[src/design/rpfs_pkg.sv]
`timescale 1ns / 1ps
package rpfs_pkg;
   localparam int MAX_POINTS = 1024;
   localparam int IDX_W = $clog2(MAX_POINTS);
   localparam int CNT_W = $clog2(MAX_POINTS + 1);
   localparam logic [63:0] ERR_RESET = 64'd16777216000000000000;
   localparam logic [62:0] ERR_CAP = {63{1'b1}};

   localparam logic [1:0] CSR_THRESHOLD = 2'd0;
   localparam logic [1:0] CSR_MIN_INLIERS = 2'd1;
   localparam logic [1:0] CSR_HYP_COUNT = 2'd2;

   typedef struct packed {
      logic        kind;
      logic        first_point;
      logic [31:0] point_x;
      logic [31:0] point_y;
      logic [31:0] point_z;
      logic [9:0]  sample_first;
      logic [9:0]  sample_second;
      logic [9:0]  sample_third;
   } req_type;

   typedef struct packed {
      logic [31:0] plane_a;
      logic [31:0] plane_c;
      logic [31:0] plane_d;
      logic [62:0] best_error;
      logic [10:0] inlier_count;
      logic        found;
      logic        updated;
      logic        rejected;
      logic        round_done;
   } rsp_type;

   typedef enum logic [4:0] {
      ST_IDLE, ST_RD0, ST_RD1, ST_RD2, ST_LAT2, ST_DIFF, ST_DEN, ST_DEN2,
      ST_DIVA, ST_WAITA, ST_DIVC, ST_WAITC, ST_D1, ST_D2, ST_D3, ST_N2,
      ST_SCAN_RD, ST_SCAN_LAT, ST_R1, ST_R2, ST_R3, ST_R4, ST_SQ, ST_DV,
      ST_DVW, ST_ACC, ST_FINISH
   } state_type;

   typedef struct packed {
      logic        start;
      logic [63:0] num;
      logic [63:0] den;
      logic [6:0]  frac;
      logic [63:0] lim;
   } div_req_type;

   function automatic logic [63:0] mag64(input logic signed [63:0] v);
      mag64 = v[63] ? 64'(-v) : v;
   endfunction

   function automatic logic signed [63:0] sat_add64(input logic signed [63:0] a,
                                                    input logic signed [63:0] b);
      logic signed [63:0] s;
      s = a + b;
      if (!a[63] && !b[63] && s[63]) sat_add64 = {1'b0, {63{1'b1}}};
      else if (a[63] && b[63] && !s[63]) sat_add64 = {1'b1, 63'd0};
      else sat_add64 = s;
   endfunction

   function automatic logic signed [63:0] sat_sub64(input logic signed [63:0] a,
                                                    input logic signed [63:0] b);
      logic signed [63:0] s;
      s = a - b;
      if (!a[63] && b[63] && s[63]) sat_sub64 = {1'b0, {63{1'b1}}};
      else if (a[63] && !b[63] && !s[63]) sat_sub64 = {1'b1, 63'd0};
      else sat_sub64 = s;
   endfunction

   function automatic logic [31:0] sat32(input logic signed [63:0] v);
      if (v > 64'sd2147483647) sat32 = 32'h7fffffff;
      else if (v < -64'sd2147483648) sat32 = 32'h80000000;
      else sat32 = v[31:0];
   endfunction
endpackage

[src/design/rpfs_div.sv]
`timescale 1ns / 1ps
// floor(num * 2^frac / den) capped at lim, one quotient bit per cycle.
// Integer part is taken by restoring division over 64 bits first.
module rpfs_div
   import rpfs_pkg::*;
(
   input  logic        clock,
   input  logic        reset,
   input  div_req_type req,
   output logic        done,
   output logic [63:0] quot
);
   logic        busy_ff, busy_in;
   logic [6:0]  step_ff, step_in;
   logic [6:0]  frac_ff, frac_in;
   logic        phase_ff, phase_in;
   logic [64:0] rem_ff, rem_in;
   logic [63:0] num_ff, num_in;
   logic [63:0] den_ff, den_in;
   logic [63:0] q_ff, q_in;
   logic [63:0] lim_ff, lim_in;
   logic        sat_ff, sat_in;
   logic        done_ff, done_in;
   logic [64:0] trial;
   logic [64:0] dbl;

   always_comb begin
      busy_in = busy_ff; step_in = step_ff; frac_in = frac_ff; phase_in = phase_ff;
      rem_in = rem_ff; num_in = num_ff; den_in = den_ff; q_in = q_ff;
      lim_in = lim_ff; sat_in = sat_ff; done_in = 1'b0;
      trial = {rem_ff[63:0], num_ff[63]};
      dbl = {rem_ff[63:0], 1'b0};
      if (req.start) begin
         busy_in = 1'b1; step_in = 7'd0; phase_in = 1'b0; rem_in = '0;
         num_in = req.num; den_in = req.den; q_in = '0; lim_in = req.lim;
         frac_in = req.frac; sat_in = 1'b0;
      end else if (busy_ff) begin
         if (!phase_ff) begin
            num_in = {num_ff[62:0], 1'b0};
            if (trial >= {1'b0, den_ff}) begin
               rem_in = trial - {1'b0, den_ff};
               q_in = {q_ff[62:0], 1'b1};
            end else begin
               rem_in = trial;
               q_in = {q_ff[62:0], 1'b0};
            end
            step_in = step_ff + 7'd1;
            if (step_ff == 7'd63) begin
               phase_in = 1'b1; step_in = 7'd0;
            end
         end else begin
            if (q_ff > lim_ff) sat_in = 1'b1;
            if (sat_ff || q_ff > lim_ff || step_ff == frac_ff) begin
               busy_in = 1'b0; done_in = 1'b1;
               sat_in = sat_ff || q_ff > lim_ff;
            end else begin
               if (q_ff[63]) sat_in = 1'b1;
               if (dbl >= {1'b0, den_ff}) begin
                  rem_in = dbl - {1'b0, den_ff};
                  q_in = {q_ff[62:0], 1'b1};
               end else begin
                  rem_in = dbl;
                  q_in = {q_ff[62:0], 1'b0};
               end
               step_in = step_ff + 7'd1;
            end
         end
      end
   end

   always_ff @(posedge clock) begin
      if (reset) begin
         busy_ff <= 1'b0; done_ff <= 1'b0;
      end else begin
         busy_ff <= busy_in; done_ff <= done_in;
      end
      step_ff <= step_in; frac_ff <= frac_in; phase_ff <= phase_in; rem_ff <= rem_in;
      num_ff <= num_in; den_ff <= den_in; q_ff <= q_in; lim_ff <= lim_in; sat_ff <= sat_in;
   end

   assign done = done_ff;
   assign quot = sat_ff ? lim_ff : q_ff;
endmodule

[config.mk]
export PLATFORM = sky130hd
export DESIGN_NAME = rpfs_div
export DESIGN_NICKNAME = d
export VERILOG_FILES = /design/src/design/rpfs_pkg.sv /design/src/design/rpfs_div.sv
export SDC_FILE = /design/constraint.sdc
export NUM_CORES = 1
export LEC_CHECK = 0
export BUFFER_PORTS_ARGS = -buffer_cell sky130_fd_sc_hd__buf_2
export CORE_ASPECT_RATIO = 1.75
export CORE_MARGIN = 2
export CORE_UTILIZATION = 58
export DETAILED_ROUTE_END_ITERATION = 6
export MAX_ROUTING_LAYER = met4
export PLACE_DENSITY = 0.88
export SLEW_MARGIN = 25
export SYNTH_ARGS = -nofsm -noshare
export SYNTH_HDL_FRONTEND = slang
export SYNTH_SLANG_ARGS = --single-unit
[constraint.sdc]
create_clock -name clock -period 3.99 [get_ports clock]
set_clock_uncertainty 0.1 [all_clocks]
set_input_delay 0.399 -clock clock [delete_from_list [all_inputs] [get_ports clock]]
set_output_delay 0.399 -clock clock [all_outputs]
set_load 0.005 [all_outputs]
==> summary.md, run 1 <==
| Metric | Value |
|---|---|
| Gate Count Post-Synth | 2469 |
| Post-cts gate resize count | 0 |
| Netlist Area Pre-Place | about 23000 sq um |
| Number of synthesized flops with an enable pin | just under 200 |
| Die width | 154 um |
| Synth cell types | 89 |
| Register area share after synthesis | 38.2% |
| Error msg | [ERROR GRT-0116] Global routing finished with congestion. Check the congestion regions in the DRC Viewer. |
| Placed cell count | 3273 |
| CTS root buf | clkbuf_16 |
| IO Pins | ~270 |
| Syn Area/Cell | about 9.3 sq um |
| GRT Overall Usage | 66.5% |
| Clock Path Buffers | 3 |
| Post-CTS Setup Inserts | 0 |
| Die height | ~270 um |
| Initial Util | between 50% and 60% |
| # rows | 96 |
| Synthesized Nets | around 2800 |
| Vias in the first global route | approximately 29000 |
| Routability cong. | roughly 1.1 |
| Asr flop ratio synth | 0% |
| Largest net degree at the start of global routing | approximately 140 |
| H-Tree Depth | 1 |
| Prevailing post-synth register cell | edfxtp_1 |
| Status | stopped before the end |
| Grt total ovfl | 11 |
| IO Port Bufs | 266 |
| #FFs+latches synth | around 340 |
| Clk sink count | approximately 340 |
| DP HPWL | ~77 mm |
| First-pass GRT wire length | just under 200 mm |
| CTS buffer count | 31 |
| Ys Warns | 0 |
| Failed at | 5_1_grt |
==> cells by family after synthesis <==
kind of cell / count (synthesis) / share of synthesized area (%)
flip-flops: 338 / 38.2
AND/OR/NAND/NOR: 713 / 15.2
XOR/XNOR: 122 / 4.66
adder cells (fa/ha/maj): 132 / 7.27
buffers and inverters: 305 / 5.90
AO/OA/AOI/OAI: 654 / 19.2
multiplexers: 205 / 9.63
==> Yosys cell counts, types with 64 or more instances <==
cell | count | share of area (%)
buf_2 | 64 | 1.4
ha_1 | 130 | 7.1
mux2_2 | 125 | 6.1
nand2_1 | 209 | 3.4
o21ai_0 | 109 | 2.4
edfxtp_1 | 199 | 26
nor2_1 | 208 | 3.4
inv_1 | 151 | 2.5
a21oi_1 | 181 | 4.0
dfxtp_1 | 139 | 12
xnor2_1 | 72 | 2.8
mux2i_1 | 80 | 3.5
nand4_1 | 70 | 1.9
==> what timing repair did <==
| action | 4_1_cts |
|---|---|
| hold endpoints to repair | 159 |
| hold buffers | 158 |
| setup endpoints to repair | 0 |
==> through the flow <==
step | instance area [sq um] | worst slack (ps)
CTS | 28400 | 185
detailed placement | 25800 | 242
global placement | 25800 | 138
floorplan | 22900 | 819
==> metal layers <==
layer  track usage [%]  overflow
met5                 -         -
met4              71.4         8
met3              38.9         0
met2              89.3         3
met1              62.5         0
==> run 2: changes to the inputs <==
--- a/config.mk
+++ b/config.mk
@@ -6,12 +6,10 @@
 export NUM_CORES = 1
 export LEC_CHECK = 0
 export BUFFER_PORTS_ARGS = -buffer_cell sky130_fd_sc_hd__buf_2
-export CORE_ASPECT_RATIO = 1.75
 export CORE_MARGIN = 2
-export CORE_UTILIZATION = 58
+export CORE_UTILIZATION = 40
 export DETAILED_ROUTE_END_ITERATION = 6
-export MAX_ROUTING_LAYER = met4
-export PLACE_DENSITY = 0.88
+export PLACE_DENSITY_LB_ADDON = 0.15
 export SLEW_MARGIN = 25
 export SYNTH_ARGS = -nofsm -noshare
 export SYNTH_HDL_FRONTEND = slang
==> summary.md, run 2 <==
| Metric | Value |
|---|---|
| Met2 WL | ~42 mm |
| H-Tree Depth | 2 (+1) |
| Final Max Slew Viols | 0 |
| Reg2reg path depth | 13 |
| CTS root buf | clkbuf_16 |
| CP max stage cell | o31ai_1 |
| Top post-synthesis cells by count | nand2_1, nor2_1, edfxtp_1, a21oi_1, inv_1 |
| Most frequent cell after synthesis | nand2_1 |
| Met3 WL | ~5.5 mm |
| Max-cap viol count | 0 |
| Area after DPL | 26200 sq um (+1.5%) |
| Commonest cells after routing, fill and taps aside | buf_2, nand2_1, nor2_1 |
| Crit path launch type | register |
| Final setup vio count | 0 |
| Placed cell count | 3539 (+8.1%) |
| Grt total ovfl | 0 |
| Die width | 243 um (+58%) |
| Syn Area/Cell | 9.29 sq um (unchanged) |
| Register area share after synthesis | 38.2% (unchanged) |
| Fmax | around 260 MHz |
| Wire per inst | roughly 24 um |
| Synth cell types | 89 (unchanged) |
| Synthesized Nets | 2803 (unchanged) |
| Final ANT Viol Nets | 0 |
| Commonest non-fill, non-tap cell in the layout | buf_2 |
| Critical Path End | rem_ff[46] |
| M1 WL | 39.0 mm |
| RSZ-0062 raised after global routing | false |
| DRT iter0 DRCs | around 1800 |
| Critical path depth | 13 |
| Gate Count Post-Synth | 2469 (unchanged) |
| Class of the worst hold path | in2reg |
| DRC | 0 |
| CP Data Arrival Time | approximately 4300 ps |
| IO Pins | 267 (unchanged) |
| CTS buffer count | 41 (+32%) |
| Clock Path Buffers | 3 (unchanged) |
| Peak supply drop | roughly 0.00042 V |
| Uppermost layer routed | met4 |
| Simple-gate portion of the synthesized area | 15.2% (unchanged) |
| Fin crit period | slightly below 4000 ps |
| Crit path largest cell delay | 600 ps |
| Crit share post-route | a little over nine tenths |
| Netlist Area Pre-Place | 22900 sq um (unchanged) |
| Final #Nets | 3305 |
| Crit-path leading delay family | compound AO/OA/AOI/OAI gates |
| Status | complete, no violations |
| Final Hold Viols | 0 |
| Final core occ | just over 50% |
| Initial antenna violation count | 4 |
| Switch Pwr | about 3.2 mW |
| Crit Path Class | reg2reg |
| Initial Util | 40.6% (-18 points) |
| Synth Area in Adders | 7.27% (unchanged) |
| Vias in the first global route | approximately 22000 |
| Finished Cell Area | between 20000 and 30000 sq um |
| Cell internal pwr | 7.03 mW |
| Synth top area cells | edfxtp_1, dfxtp_1, ha_1 |
| Slew of the pin with the lowest slew margin | between 900 and 1000 ps |
| DIE AREA | between 50000 and 60000 sq um |
| Sw frac | a little under a third |
| Worst Path Max Fanout | 12 |
| TritonCTS clock tree | built |
| Cell Count, Final, Fillers Out | between 3000 and 4000 |
| GRT Overall Usage | 30.0% |
| Share of cells above drive strength 1 | between 20% and 30% |
| Lkg Pwr | between 10 and 15 nW |
| IO Port Bufs | 266 (unchanged) |
| Post-CTS Setup Inserts | 0 (unchanged) |
| Part of the power in combinational logic | about a quarter |
| P&R area growth vs syn | 26.3% |
| Die height | 243 um (-8.8%) |
| Ys Warns | 0 (unchanged) |
| First-pass GRT wire length | about 140 mm |
| Vias/cell | 5.78 |
| Crit path required time | around 4400 ps |
| Setup TNS | 0 ps |
| Critical Path Sink Type | register |
| Seq pwr share | approximately 40% |
| Share of total power in the clock network | ~36% |
| CORE AREA | 56500 sq um |
| #FFs+latches synth | 338 (unchanged) |
| Slew HR | 37.7% |
| R2R setup slack | 80 ps |
| Clock transition at the registers of the reported paths | ~60 ps |
| WL final | roughly 91 mm |
| Combinational family with the most area after synthesis | compound AO/OA/AOI/OAI gates |
| Post-synthesis mux area share | 9.63% (unchanged) |
| Clk_lat worst skew | 590 ps |
| Complex-gate fraction of the synthesized area | 19.2% (unchanged) |
| Power per cell area | around 350 nW/um^2 |
| Hold_ws | between 20 and 30 ps |
| Number of synthesized flops with an enable pin | 199 (unchanged) |
| Asr flop ratio synth | 0% (unchanged) |
| Prevailing post-synth register cell | edfxtp_1 |
| RR Startpoint | den_ff[34] |
| WP buf/inv | 3 |
| Via count | about 22000 |
| Synth area leader | edfxtp_1 |
| DP HPWL | 70.2 mm (-8.5%) |
| CP Launch Point | den_ff[34] |
| TritonRoute pass-1 iters | 6 |
| Xor and xnor area share after synthesis | 4.66% (unchanged) |
| Routability cong. | 1.03 (-5.9%) |
| Largest net degree at the start of global routing | 100 |
| Clk sink count | 338 (unchanged) |
| Worst R2R End | rem_ff[46] |
| Yosys top cell area share | 26.1% (unchanged) |
| Crit-path cells | inv_1, ha_1, a21oi_1, o21ai_1, a31oi_1, o31ai_1, a221oi_4, buf_12, and2_4, buf_12, or3_1, o311a_1, o21ai_1 |
| # rows | 87 (-9.4%) |
## run 2: cell counts after synthesis
Identical to the previous run, type by type.
## run 2: what timing repair did
| action | in CTS | in global routing |
|---|---|---|
| setup endpoints to repair | 0 | 2 |
| endpoints found under the hold margin | 146 | 0 |
| hold buffers | 145 | 0 |
| gates resized for setup | 0 | 2 |
## run 2: power groups by stage
stage / sequential (mW) / clock (mW) / combinational (mW)
after CTS: 4.06 / 3.79 / 2.45
after global routing: 4.09 / 3.91 / 2.66
after global placement: 4.13 / 0 / 2.30
after floorplan: 4.10 / 0 / 1.41
final: 4.06 / 3.69 / 2.49
after detailed placement: 4.13 / 0 / 2.32
## run 2: worst min-delay path by stage
stage / startpoint / to / depth (start not counted)
after global routing: req[144] / num_ff[9] / 2
final: req[188] / num_ff[53] / 2
after CTS: req[163] / num_ff[28] / 2
after global placement: q_ff[63] / q_ff[63] / 2
after detailed placement: q_ff[63] / q_ff[63] / 2
after floorplan: q_ff[63] / q_ff[63] / 2
## run 2: layout make-up
| cell class | instances | area, sq um |
|---|---|---|
| multi-input combinational | 1826 | 12800 |
| clock buffer | 56 | 1170 |
| sequential | 338 | 8760 |
| timing repair buffer | 613 | 4510 |
| fill | 5310 | 27500 |
| antenna | 5 | 12.5 |
| tap | 756 | 946 |
| inverter | 151 | 567 |
| clock inverter | 20 | 156 |
## run 2: logic make-up (layout without fill, tap and decap cells)
kind of cell               Yosys count  count (layout)
AOI/OAI and AO/OA                  654             654
xor gates and xnor gates           122             122
adders and majority gates          132             132
buffers and inverters              305             840
DFF                                338             338
muxes                              205             205
other                                0               5
and+or+nand+nor                    713             713
## run 2: layer usage
| layer | track usage [%] | vias to the layer above |
|---|---|---|
| li1 | - | 10145 |
| met3 | 4.35 | 182 |
| met4 | 12.9 | 0 |
| met2 | 49.6 | 823 |
| met1 | 39.1 | 10595 |
| met5 | 0 | - |
## run 2: per-stage QoR
stage	total power [mW]	worst slack (ps)
after floorplan	5.51	819
after global placement	6.43	81.5
after detailed placement	6.45	205
after CTS	10.3	169
after global routing	10.7	10.2
final	10.2	77.7
(Power assumes the default switching activity.)
